[config.mk]
export PLATFORM = sky130hd
export DESIGN_NAME = alia_ctrl
export DESIGN_NICKNAME = d
export VERILOG_FILES = /design/src/rtl/alia_pkg.sv /design/src/rtl/alia_ctrl.sv
export SDC_FILE = /design/constraint.sdc
export NUM_CORES = 1
export LEC_CHECK = 0
export ABC_AREA = 1
export BUFFER_PORTS_ARGS = -buffer_cell sky130_fd_sc_hd__buf_2
export CAP_MARGIN = 20
export CORE_MARGIN = 5
export CORE_UTILIZATION = 52
export CTS_BUF_LIST = sky130_fd_sc_hd__clkbuf_4 sky130_fd_sc_hd__clkbuf_8 sky130_fd_sc_hd__clkbuf_16
export DETAILED_ROUTE_END_ITERATION = 8
export PLACE_DENSITY = 0.88
export SETUP_SLACK_MARGIN = 0.5
export SLEW_MARGIN = 20
export SYNTH_ARGS = -nofsm -noshare
export SYNTH_HDL_FRONTEND = slang
export SYNTH_SLANG_ARGS = --single-unit
[constraint.sdc]
create_clock -name clk -period 1.9 [get_ports clk]
set_input_delay 0.38 -clock clk [delete_from_list [all_inputs] [get_ports clk]]
set_output_delay 0.38 -clock clk [all_outputs]
set_load 0.005 [all_outputs]
[src/rtl/alia_pkg.sv]
`timescale 1ns / 1ps
package alia_pkg;

  localparam int ALIA_POOL_WORDS = 1024;
  localparam int ALIA_WORD_BYTES = 8;

  // result codes
  typedef enum logic [2:0] {
    ST_OK          = 3'd0,
    ST_ZERO_SIZE   = 3'd1,
    ST_BAD_ALIGN   = 3'd2,
    ST_NO_SPACE    = 3'd3,
    ST_BAD_FREE    = 3'd4
  } status_t;

  // what the current header walk is for
  typedef enum logic [1:0] {
    WK_HINT,
    WK_WALK,
    WK_FREE,
    WK_MALL
  } walk_t;

  typedef enum logic [4:0] {
    S_CLEAR,
    S_IDLE,
    S_ALGN,
    S_CHK,
    S_HINT,
    S_RD,
    S_HDR,
    S_DIVH,
    S_MUL,
    S_CMP,
    S_TK1,
    S_TK2,
    S_TK3,
    S_TKRD,
    S_TKHDR,
    S_MFRD,
    S_MFHDR,
    S_MFWR,
    S_RESP
  } fsm_state_t;

  // controller to datapath
  typedef struct packed {
    logic    clr_step;
    logic    load_in;
    logic    div_h;
    logic    set_aw;
    logic    set_need;
    logic    cur_hint;
    logic    cur_zero;
    logic    rd_cur;
    logic    ld_sz;
    logic    cur_adv;
    logic    cur_adv_acc;
    logic    set_h;
    logic    wr_tail;
    logic    wr_lead;
    logic    wr_mid;
    logic    rd_end;
    logic    hint_take;
    logic    mf_rd;
    logic    mf_acc;
    logic    mf_wr;
    logic    out_load;
    status_t out_code;
  } cmd_t;

  // datapath to controller
  typedef struct packed {
    logic clr_done;
    logic div_done;
    logic align_bad;
    logic req_zero;
    logic hint_valid;
    logic cur_oob;
    logic rd_idle;
    logic rd_zero;
    logic fit;
    logic free_match;
    logic nxt_oob;
    logic out_free;
  } sts_t;

endpackage

[src/rtl/alia_ctrl.sv]
`timescale 1ns / 1ps
module alia_ctrl import alia_pkg::*; (
  input  logic clk,
  input  logic rst,
  input  logic in_valid,
  input  logic in_mode,
  output logic in_ready,
  input  sts_t sts,
  output cmd_t cmd
);

  fsm_state_t state, state_next;
  walk_t      walk, walk_next;
  logic       pass, pass_next;
  status_t    code, code_next;
  logic       cand;

  // idle chunk with a nonzero size
  assign cand = sts.rd_idle && !sts.rd_zero;

  always_ff @(posedge clk) begin
    if (rst) begin
      state <= S_CLEAR;
      walk  <= WK_HINT;
      pass  <= 1'b0;
      code  <= ST_OK;
    end else begin
      state <= state_next;
      walk  <= walk_next;
      pass  <= pass_next;
      code  <= code_next;
    end
  end

  // next state
  always_comb begin
    state_next = state;
    walk_next  = walk;
    pass_next  = pass;
    code_next  = code;
    unique case (state)
      S_CLEAR: if (sts.clr_done) state_next = S_IDLE;
      S_IDLE: begin
        if (in_valid) begin
          if (in_mode) begin
            walk_next  = WK_FREE;
            state_next = S_RD;
          end else begin
            state_next = S_ALGN;
          end
        end
      end
      S_ALGN: state_next = S_CHK;
      S_CHK: begin
        if (sts.align_bad) begin
          code_next  = ST_BAD_ALIGN;
          state_next = S_RESP;
        end else if (sts.req_zero) begin
          code_next  = ST_ZERO_SIZE;
          state_next = S_RESP;
        end else begin
          pass_next  = 1'b0;
          state_next = S_HINT;
        end
      end
      S_HINT: begin
        walk_next  = sts.hint_valid ? WK_HINT : WK_WALK;
        state_next = S_RD;
      end
      S_RD: begin
        if (!sts.cur_oob) begin
          state_next = S_HDR;
        end else begin
          unique case (walk)
            WK_FREE: begin
              code_next  = ST_BAD_FREE;
              state_next = S_RESP;
            end
            WK_MALL: begin
              pass_next  = 1'b1;
              state_next = S_HINT;
            end
            WK_HINT, WK_WALK: begin
              if (pass) begin
                code_next  = ST_NO_SPACE;
                state_next = S_RESP;
              end else begin
                walk_next  = WK_MALL;
                state_next = S_RD;
              end
            end
          endcase
        end
      end
      S_HDR: begin
        unique case (walk)
          WK_HINT: begin
            if (cand) begin
              state_next = S_DIVH;
            end else begin
              walk_next  = WK_WALK;
              state_next = S_RD;
            end
          end
          WK_WALK: begin
            if (cand) begin
              state_next = S_DIVH;
            end else if (sts.rd_zero) begin
              if (pass) begin
                code_next  = ST_NO_SPACE;
                state_next = S_RESP;
              end else begin
                walk_next  = WK_MALL;
                state_next = S_RD;
              end
            end else begin
              state_next = S_RD;
            end
          end
          WK_FREE: begin
            if (sts.free_match) begin
              state_next = S_MFRD;
            end else if (sts.rd_zero) begin
              code_next  = ST_BAD_FREE;
              state_next = S_RESP;
            end else begin
              state_next = S_RD;
            end
          end
          WK_MALL: begin
            if (cand) begin
              state_next = S_MFRD;
            end else if (sts.rd_zero) begin
              pass_next  = 1'b1;
              state_next = S_HINT;
            end else begin
              state_next = S_RD;
            end
          end
        endcase
      end
      S_DIVH: if (sts.div_done) state_next = S_MUL;
      S_MUL: state_next = S_CMP;
      S_CMP: begin
        if (sts.fit) begin
          state_next = S_TK1;
        end else begin
          walk_next  = WK_WALK;
          state_next = S_RD;
        end
      end
      S_TK1: state_next = S_TK2;
      S_TK2: state_next = S_TK3;
      S_TK3: state_next = S_TKRD;
      S_TKRD: state_next = S_TKHDR;
      S_TKHDR: begin
        code_next  = ST_OK;
        state_next = S_RESP;
      end
      S_MFRD: state_next = sts.nxt_oob ? S_MFWR : S_MFHDR;
      S_MFHDR: state_next = cand ? S_MFRD : S_MFWR;
      S_MFWR: begin
        if (walk == WK_FREE) begin
          code_next  = ST_OK;
          state_next = S_RESP;
        end else begin
          state_next = S_RD;
        end
      end
      S_RESP: if (sts.out_free) state_next = S_IDLE;
      default: state_next = S_CLEAR;
    endcase
  end

  // commands
  always_comb begin
    cmd          = '0;
    cmd.out_code = code;
    in_ready     = 1'b0;
    unique case (state)
      S_CLEAR: cmd.clr_step = !sts.clr_done;
      S_IDLE: begin
        in_ready     = 1'b1;
        cmd.load_in  = in_valid;
        cmd.cur_zero = in_valid;
      end
      S_ALGN: cmd.set_aw = 1'b1;
      S_CHK: cmd.set_need = !sts.align_bad && !sts.req_zero;
      S_HINT: begin
        cmd.cur_hint = sts.hint_valid;
        cmd.cur_zero = !sts.hint_valid;
      end
      S_RD: begin
        cmd.rd_cur   = !sts.cur_oob;
        cmd.cur_zero = sts.cur_oob && !pass &&
                       ((walk == WK_HINT) || (walk == WK_WALK));
      end
      S_HDR: begin
        cmd.ld_sz = 1'b1;
        unique case (walk)
          WK_HINT: begin
            cmd.div_h    = cand;
            cmd.cur_zero = !cand;
          end
          WK_WALK: begin
            cmd.div_h    = cand;
            cmd.cur_adv  = !cand && !sts.rd_zero;
            cmd.cur_zero = !cand && sts.rd_zero && !pass;
          end
          WK_FREE: cmd.cur_adv = !sts.free_match && !sts.rd_zero;
          WK_MALL: cmd.cur_adv = !cand && !sts.rd_zero;
        endcase
      end
      S_DIVH: ;
      S_MUL: cmd.set_h = 1'b1;
      S_CMP: begin
        cmd.cur_zero = !sts.fit && (walk == WK_HINT);
        cmd.cur_adv  = !sts.fit && (walk == WK_WALK);
      end
      S_TK1: cmd.wr_tail = 1'b1;
      S_TK2: cmd.wr_lead = 1'b1;
      S_TK3: cmd.wr_mid = 1'b1;
      S_TKRD: cmd.rd_end = 1'b1;
      S_TKHDR: cmd.hint_take = 1'b1;
      S_MFRD: cmd.mf_rd = !sts.nxt_oob;
      S_MFHDR: cmd.mf_acc = cand;
      S_MFWR: begin
        cmd.mf_wr       = 1'b1;
        cmd.cur_adv_acc = (walk == WK_MALL);
      end
      S_RESP: cmd.out_load = sts.out_free;
      default: ;
    endcase
  end

endmodule

==> results of run 1 <==
-- stage by stage --
step	setup WS (ps)	area, um^2	utilization, %
4_1_cts	61.0	2360	87.8
3_3_place_gp	143	1760	65.3
3_5_place_dp	125	1760	65.3
2_1_floorplan	452	1490	-
-- cell families after synthesis --
group | after synthesis | synth area share [%]
AO/OA/AOI/OAI | 33 | 13.2
buffers and inverters | 45 | 12.3
adder cells (fa/ha/maj) | 5 | 4.37
flip-flops | 11 | 15.4
AND/OR/NAND/NOR | 182 | 54.7
-- timing repair --
| action | CTS |
|---|---|
| pin swaps | 28 |
| setup endpoints to repair | 33 |
| resized for setup | 93 |
| setup buffers | 33 |
==> impl_metrics.sql, run 1 <==
INSERT INTO impl_metrics (metric_group, metric, value, unit) VALUES
('place', 'gp_congestion', '0.993', ''),
('status', 'stop_stage', 'global routing', ''),
('clock_network', 'clock-root-buffer', 'clkbuf_4', ''),
('die', 'die_x', '62.4', 'um'),
('timing', 'grt-worst-endpoint', 'cmd[17]', ''),
('synthesis', 'synth.cells.most_frequent', 'nand2_1 (80), nor2_1 (52), inv_1 (40), nand3_1 (28), o21ai_0 (13)', ''),
('synthesis', 'synth_area_per_cell', '5.18', 'um^2'),
('clock_network', 'h-tree-depth', '1', ''),
('synthesis', 'synth.distinct_cells', '24', ''),
('place', 'dpl.cell_count', '351', ''),
('clock_network', 'cts.sink_count', '11', ''),
('place', 'hpwlAfterDp', '4200', 'um'),
('synthesis', 'synth.net_count', '297', ''),
('status', 'status', 'did not finish', ''),
('place', 'port_buffers', '40', ''),
('synthesis', 'post_synth_instance_area', '1430', 'um^2'),
('timing', 'worst_path_end_type', 'top-level output', ''),
('clock_network', 'number_of_buffers_created_by_cts', '3', ''),
('die', 'num_rows', '19', ''),
('synthesis', 'ys.warnings.count', '0', ''),
('synthesis', 'synth_flop_cell', 'dfxtp_1', ''),
('synthesis', 'yosysSeqAreaShare', '15.4', '%'),
('synthesis', 'postSynthRegisterBits', '11', ''),
('synthesis', 'yosys-top-cells-area', 'nand2_1 (21%), dfxtp_1 (15%), nor2_1 (14%)', ''),
('synthesis', 'netlist.area_leader.share', '21.0', '%'),
('status', 'toolErrorMsg', '[ERROR DPL-0038] Utilization greater than 100%, impossible to legalize', ''),
('die', 'boundaryPins', '41', ''),
('synthesis', 'post_synthesis_cell_type_with_the_largest_combined_area', 'nand2_1', ''),
('die', 'die_h', '62.4', 'um'),
('die', 'initial_utilization', '53.2', '%'),
('clock_network', 'cts.hold.buffers_added', '0', ''),
('clock_network', 'max-clock-path-buffers', '2', ''),
('synthesis', 'synth_async_sr_flop_share', '0', '%'),
('synthesis', 'synth_cells', '276', ''),
('synthesis', 'synth.most_common_cell', 'nand2_1', ''),
('grt', 'pin_count_of_the_biggest_net_entering_global_routing', '9', ''),
('synthesis', 'synth-edff-count', '0', '');
==> inputs of run 2 (changes only) <==
Settings changed: CORE_AREA set to 5 5 66 68, CORE_MARGIN 5 to unset, CORE_UTILIZATION 52 to unset, CTS_BUF_LIST sky130_fd_sc_hd__clkbuf_4 sky130_fd_sc_hd__clkbuf_8 sky130_fd_sc_hd__clkbuf_16 to unset, DIE_AREA set to 0 0 71 73, PLACE_DENSITY 0.88 to unset, PLACE_DENSITY_LB_ADDON set to 0.15, SETUP_SLACK_MARGIN 0.5 to unset.
==> run 2 against run 1 <==
Compared with the run above:
- synthesized area unchanged
- synthesized cell count unchanged
- the flow now finishes without violations
==> impl_metrics.sql, run 2 <==
INSERT INTO impl_metrics (metric_group, metric, value, unit) VALUES
('grt', 'global_route_usage_sum', '19.4', '%'),
('clock_network', 'clock-root-buffer', 'clkbuf_8', ''),
('status', 'status', 'finished, final reports clean', ''),
('drt', 'drt-total-wl', '5090', 'um'),
('place', 'dpl.cell_count', '371', ''),
('setup_path', 'source_of_the_critical_timing_path', 'state[4]$_SDFFE_PP0P_', ''),
('clock_network', 'number_of_buffers_created_by_cts', '3', ''),
('setup_path', 'r2r_start', 'state[3]$_SDFFE_PP0P_', ''),
('clock_network', 'clk_pin_slew', '50', 'ps'),
('clock_network', 'h-tree-depth', '1', ''),
('setup_path', 'regToRegEndpoint', 'code[0]$_SDFFE_PP0P_', ''),
('grt', 'vias_in_the_first_global_route', '1750', ''),
('timing', 'achievable-frequency', '538', 'MHz'),
('synthesis', 'netlist.area_leader.share', '21.0', '%'),
('synthesis', 'synth_async_sr_flop_share', '0', '%'),
('grt', 'pin_count_of_the_biggest_net_entering_global_routing', '12', ''),
('min_path', 'min-delay-path-class', 'in -> reg', ''),
('setup_path', 'startpoint_type', 'register', ''),
('clock_network', 'max-clock-path-buffers', '2', ''),
('timing', 'grt_setup_unrepaired', 'yes', ''),
('finish', 'layout_cell_share_with_drive_strength_beyond_1', '26.7', '%'),
('setup_path', 'worstSetupEndpointType', 'output pin', ''),
('synthesis', 'postSynthRegisterBits', '11', ''),
('synthesis', 'post_synthesis_cell_type_with_the_largest_combined_area', 'nand2_1', ''),
('finish', 'finish.net_count', '352', ''),
('synthesis', 'post_synth_instance_area', '1430', 'um^2'),
('setup_path', 'worst_ep_arrival_time', '1480', 'ps'),
('drt', 'detail_route.drc_violations', '0', ''),
('die', 'core', '3800', 'um^2'),
('setup_path', 'cp_data_required_time', '1520', 'ps'),
('timing', 'timing.final.setup_violations', '0', ''),
('place', 'hpwlAfterDp', '4160', 'um'),
('synthesis', 'synth.cells.most_frequent', 'nand2_1 (80), nor2_1 (52), inv_1 (40), nand3_1 (28), o21ai_0 (13)', ''),
('grt', 'grt-ovfl-total', '0', ''),
('finish', 'multiInputGateArea', '1110', 'um^2'),
('clock_network', 'cts.sink_count', '11', ''),
('die', 'die_x', '71', 'um'),
('finish', 'postLayoutCoreUtil', '50.3', '%'),
('finish', 'biggestRegsByFlops', 'state x5, code x3, walk x2', ''),
('finish', 'area.sequential', '235', 'um^2'),
('finish', 'layout.cells.most_common_list', 'nand2_1 (78), nor2_1 (49), buf_2 (40)', ''),
('setup_path', 'worst_setup_path_endpoint', 'cmd[14]', ''),
('die', 'boundaryPins', '41', ''),
('timing', 'fin_worst_skew', '1.05', 'ps'),
('pwr', 'power-per-cell-area', '942', 'nW/um^2'),
('pwr', 'power.leakage', '0.00106', 'uW'),
('synthesis', 'synth.distinct_cells', '24', ''),
('drt', 'antenna_left', '0', ''),
('synthesis', 'synth_area_per_cell', '5.18', 'um^2'),
('die', 'initial_utilization', '37.6', '%'),
('timing', 'drv_slew', '0', ''),
('drt', 'vias_per_cell', '5.10', ''),
('grt', 'grt_pass1_wl', '8060', 'um'),
('drt', 'drc_marker_count_from_the_first_detailed_route_iteration', '206', ''),
('place', 'port_buffers', '40', ''),
('grt', 'grt_antenna_before_repair', '0', ''),
('synthesis', 'yosys-top-cells-area', 'nand2_1 (21%), dfxtp_1 (15%), nor2_1 (14%)', ''),
('finish', 'most_common_cell_after_layout_fill_and_taps_aside', 'nand2_1', ''),
('synthesis', 'synth.net_count', '297', ''),
('timing', 'final_period_minus_worst_setup_slack', '1860', 'ps'),
('setup_path', 'r2r.worst_path.cells', '10', ''),
('timing', 'min_period_over_period', '97.8', '%'),
('synthesis', 'ys.warnings.count', '0', ''),
('finish', 'largest_register_ffs', '5', ''),
('finish', 'num_antenna_cells', '0', ''),
('synthesis', 'synth_cells', '276', ''),
('die', 'num_rows', '23', ''),
('drt', 'initial_drt_pass_iterations', '6', ''),
('setup_path', 'critical_path_class', 'reg -> out', ''),
('timing', 'slew-limit-headroom', '71.4', '%'),
('finish', 'registers.top_by_ff_count', 'state', ''),
('drt', 'detailroute.via_count', '1939', ''),
('setup_path', 'critPathMaxFanout', '7', ''),
('finish', 'areaGrowthSynthToFinish', '33.7', '%'),
('place', 'gp_congestion', '0.985', ''),
('drt', 'post_drt_wl_per_cell', '13.4', 'um'),
('clock_network', 'cts.hold.buffers_added', '0', ''),
('synthesis', 'synth.most_common_cell', 'nand2_1', ''),
('finish', 'n_fill_cell', '453', ''),
('die', 'die-area', '5180', 'um^2'),
('synthesis', 'yosysSeqAreaShare', '15.4', '%'),
('synthesis', 'synth_flop_cell', 'dfxtp_1', ''),
('synthesis', 'synth-edff-count', '0', ''),
('flow_run', 'maxCapViolCount', '0', ''),
('die', 'die_h', '73', 'um'),
('timing', 'final_hold_viol_count', '0', ''),
('clock_network', 'clkLatencyLatePin', '240', 'ps'),
('finish', 'final-instance-count-excl-fill', '380', ''),
('timing', 'tightest_slew', '428', 'ps'),
('clock_network', 'cts_tree', 'done', ''),
('setup_path', 'ff2ff_setup_slack', '170', 'ps'),
('pwr', 'vdd.ir_drop.worst', '397', 'uV');
-- run 2: power breakdown --
part | switching (uW) | total, uW | internal (uW)
clock | 89.5 | 237 | 147
combinational | 738 | 1170 | 435
sequential | 91.5 | 390 | 299
-- run 2: repair_timing --
| action | 4_1_cts | 5_1_grt |
|---|---|---|
| endpoints found under the hold margin | 0 | 0 |
| cloned | 0 | 0 |
| pin swaps | 0 | 6 |
| gates resized for setup | 14 | 20 |
| setup buffers | 0 | 5 |
| endpoints found under the setup margin | 3 | 9 |
-- run 2: metrics by stage --
stage	hold WS, ps	TNS, ps	setup slack [ps]	power (uW)	instance area (um^2)
after floorplan	449	0	258	1070	1430
after global placement	482	0	78.1	1410	1730
after detailed placement	481	0	70.1	1390	1730
after CTS	370	0	3.29	1690	1810
after global routing	376	-125	-50.3	1970	1910
final	369	0	40.9	1800	1910
-- run 2: worst min-delay path by stage --
| stage | start | endpoint | slack (ps) | cells after the start |
|---|---|---|---|---|
| 5_1_grt | rst | state[1]$_SDFFE_PP0P_ | 380 | 2 |
| 3_5_place_dp | code[2]$_SDFFE_PP0P_ | code[2]$_SDFFE_PP0P_ | 480 | 2 |
| 6_report | rst | state[3]$_SDFFE_PP0P_ | 370 | 2 |
| 3_3_place_gp | code[2]$_SDFFE_PP0P_ | code[2]$_SDFFE_PP0P_ | 480 | 2 |
| 4_1_cts | rst | state[3]$_SDFFE_PP0P_ | 370 | 2 |
| 2_1_floorplan | rst | code[2]$_SDFFE_PP0P_ | 450 | 1 |
-- run 2: kinds of logic after synthesis --
| group | count (synthesis) | synth area share, % |
|---|---|---|
| flops | 11 | 15.4 |
| compound gates | 33 | 13.2 |
| fa+ha+maj | 5 | 4.37 |
| simple gates | 182 | 54.7 |
| buf+inv | 45 | 12.3 |
-- run 2: critical path: stages, from the launching register on --
cell and delay [ps]:
dfxtp_1 320, inv_2 100, nand3_2 150, nor2_1 130
buf_4 160, nand2_1 90, o22ai_1 150, buf_2 140
-- run 2: layout make-up --
| type | instances | share of cell area, % |
|---|---|---|
| Tap cell | 50 | 3.27 |
| Clock buffer | 4 | 2.36 |
| Multi-Input combinational cell | 220 | 58.2 |
| Inverter | 42 | 8.38 |
| Sequential cell | 11 | 12.3 |
| Timing Repair Buffer | 53 | 15.4 |
-- run 2: per-layer routing --
metal	routed length, um	GRT usage (%)	vias to the layer above
li1	-	-	994
met1	2150	25.3	839
met2	2380	33.0	99
met3	511	3.58	7
met4	57	5.22	0
met5	0	0	-
No activity file was read; power rests on OpenSTA's default activity.
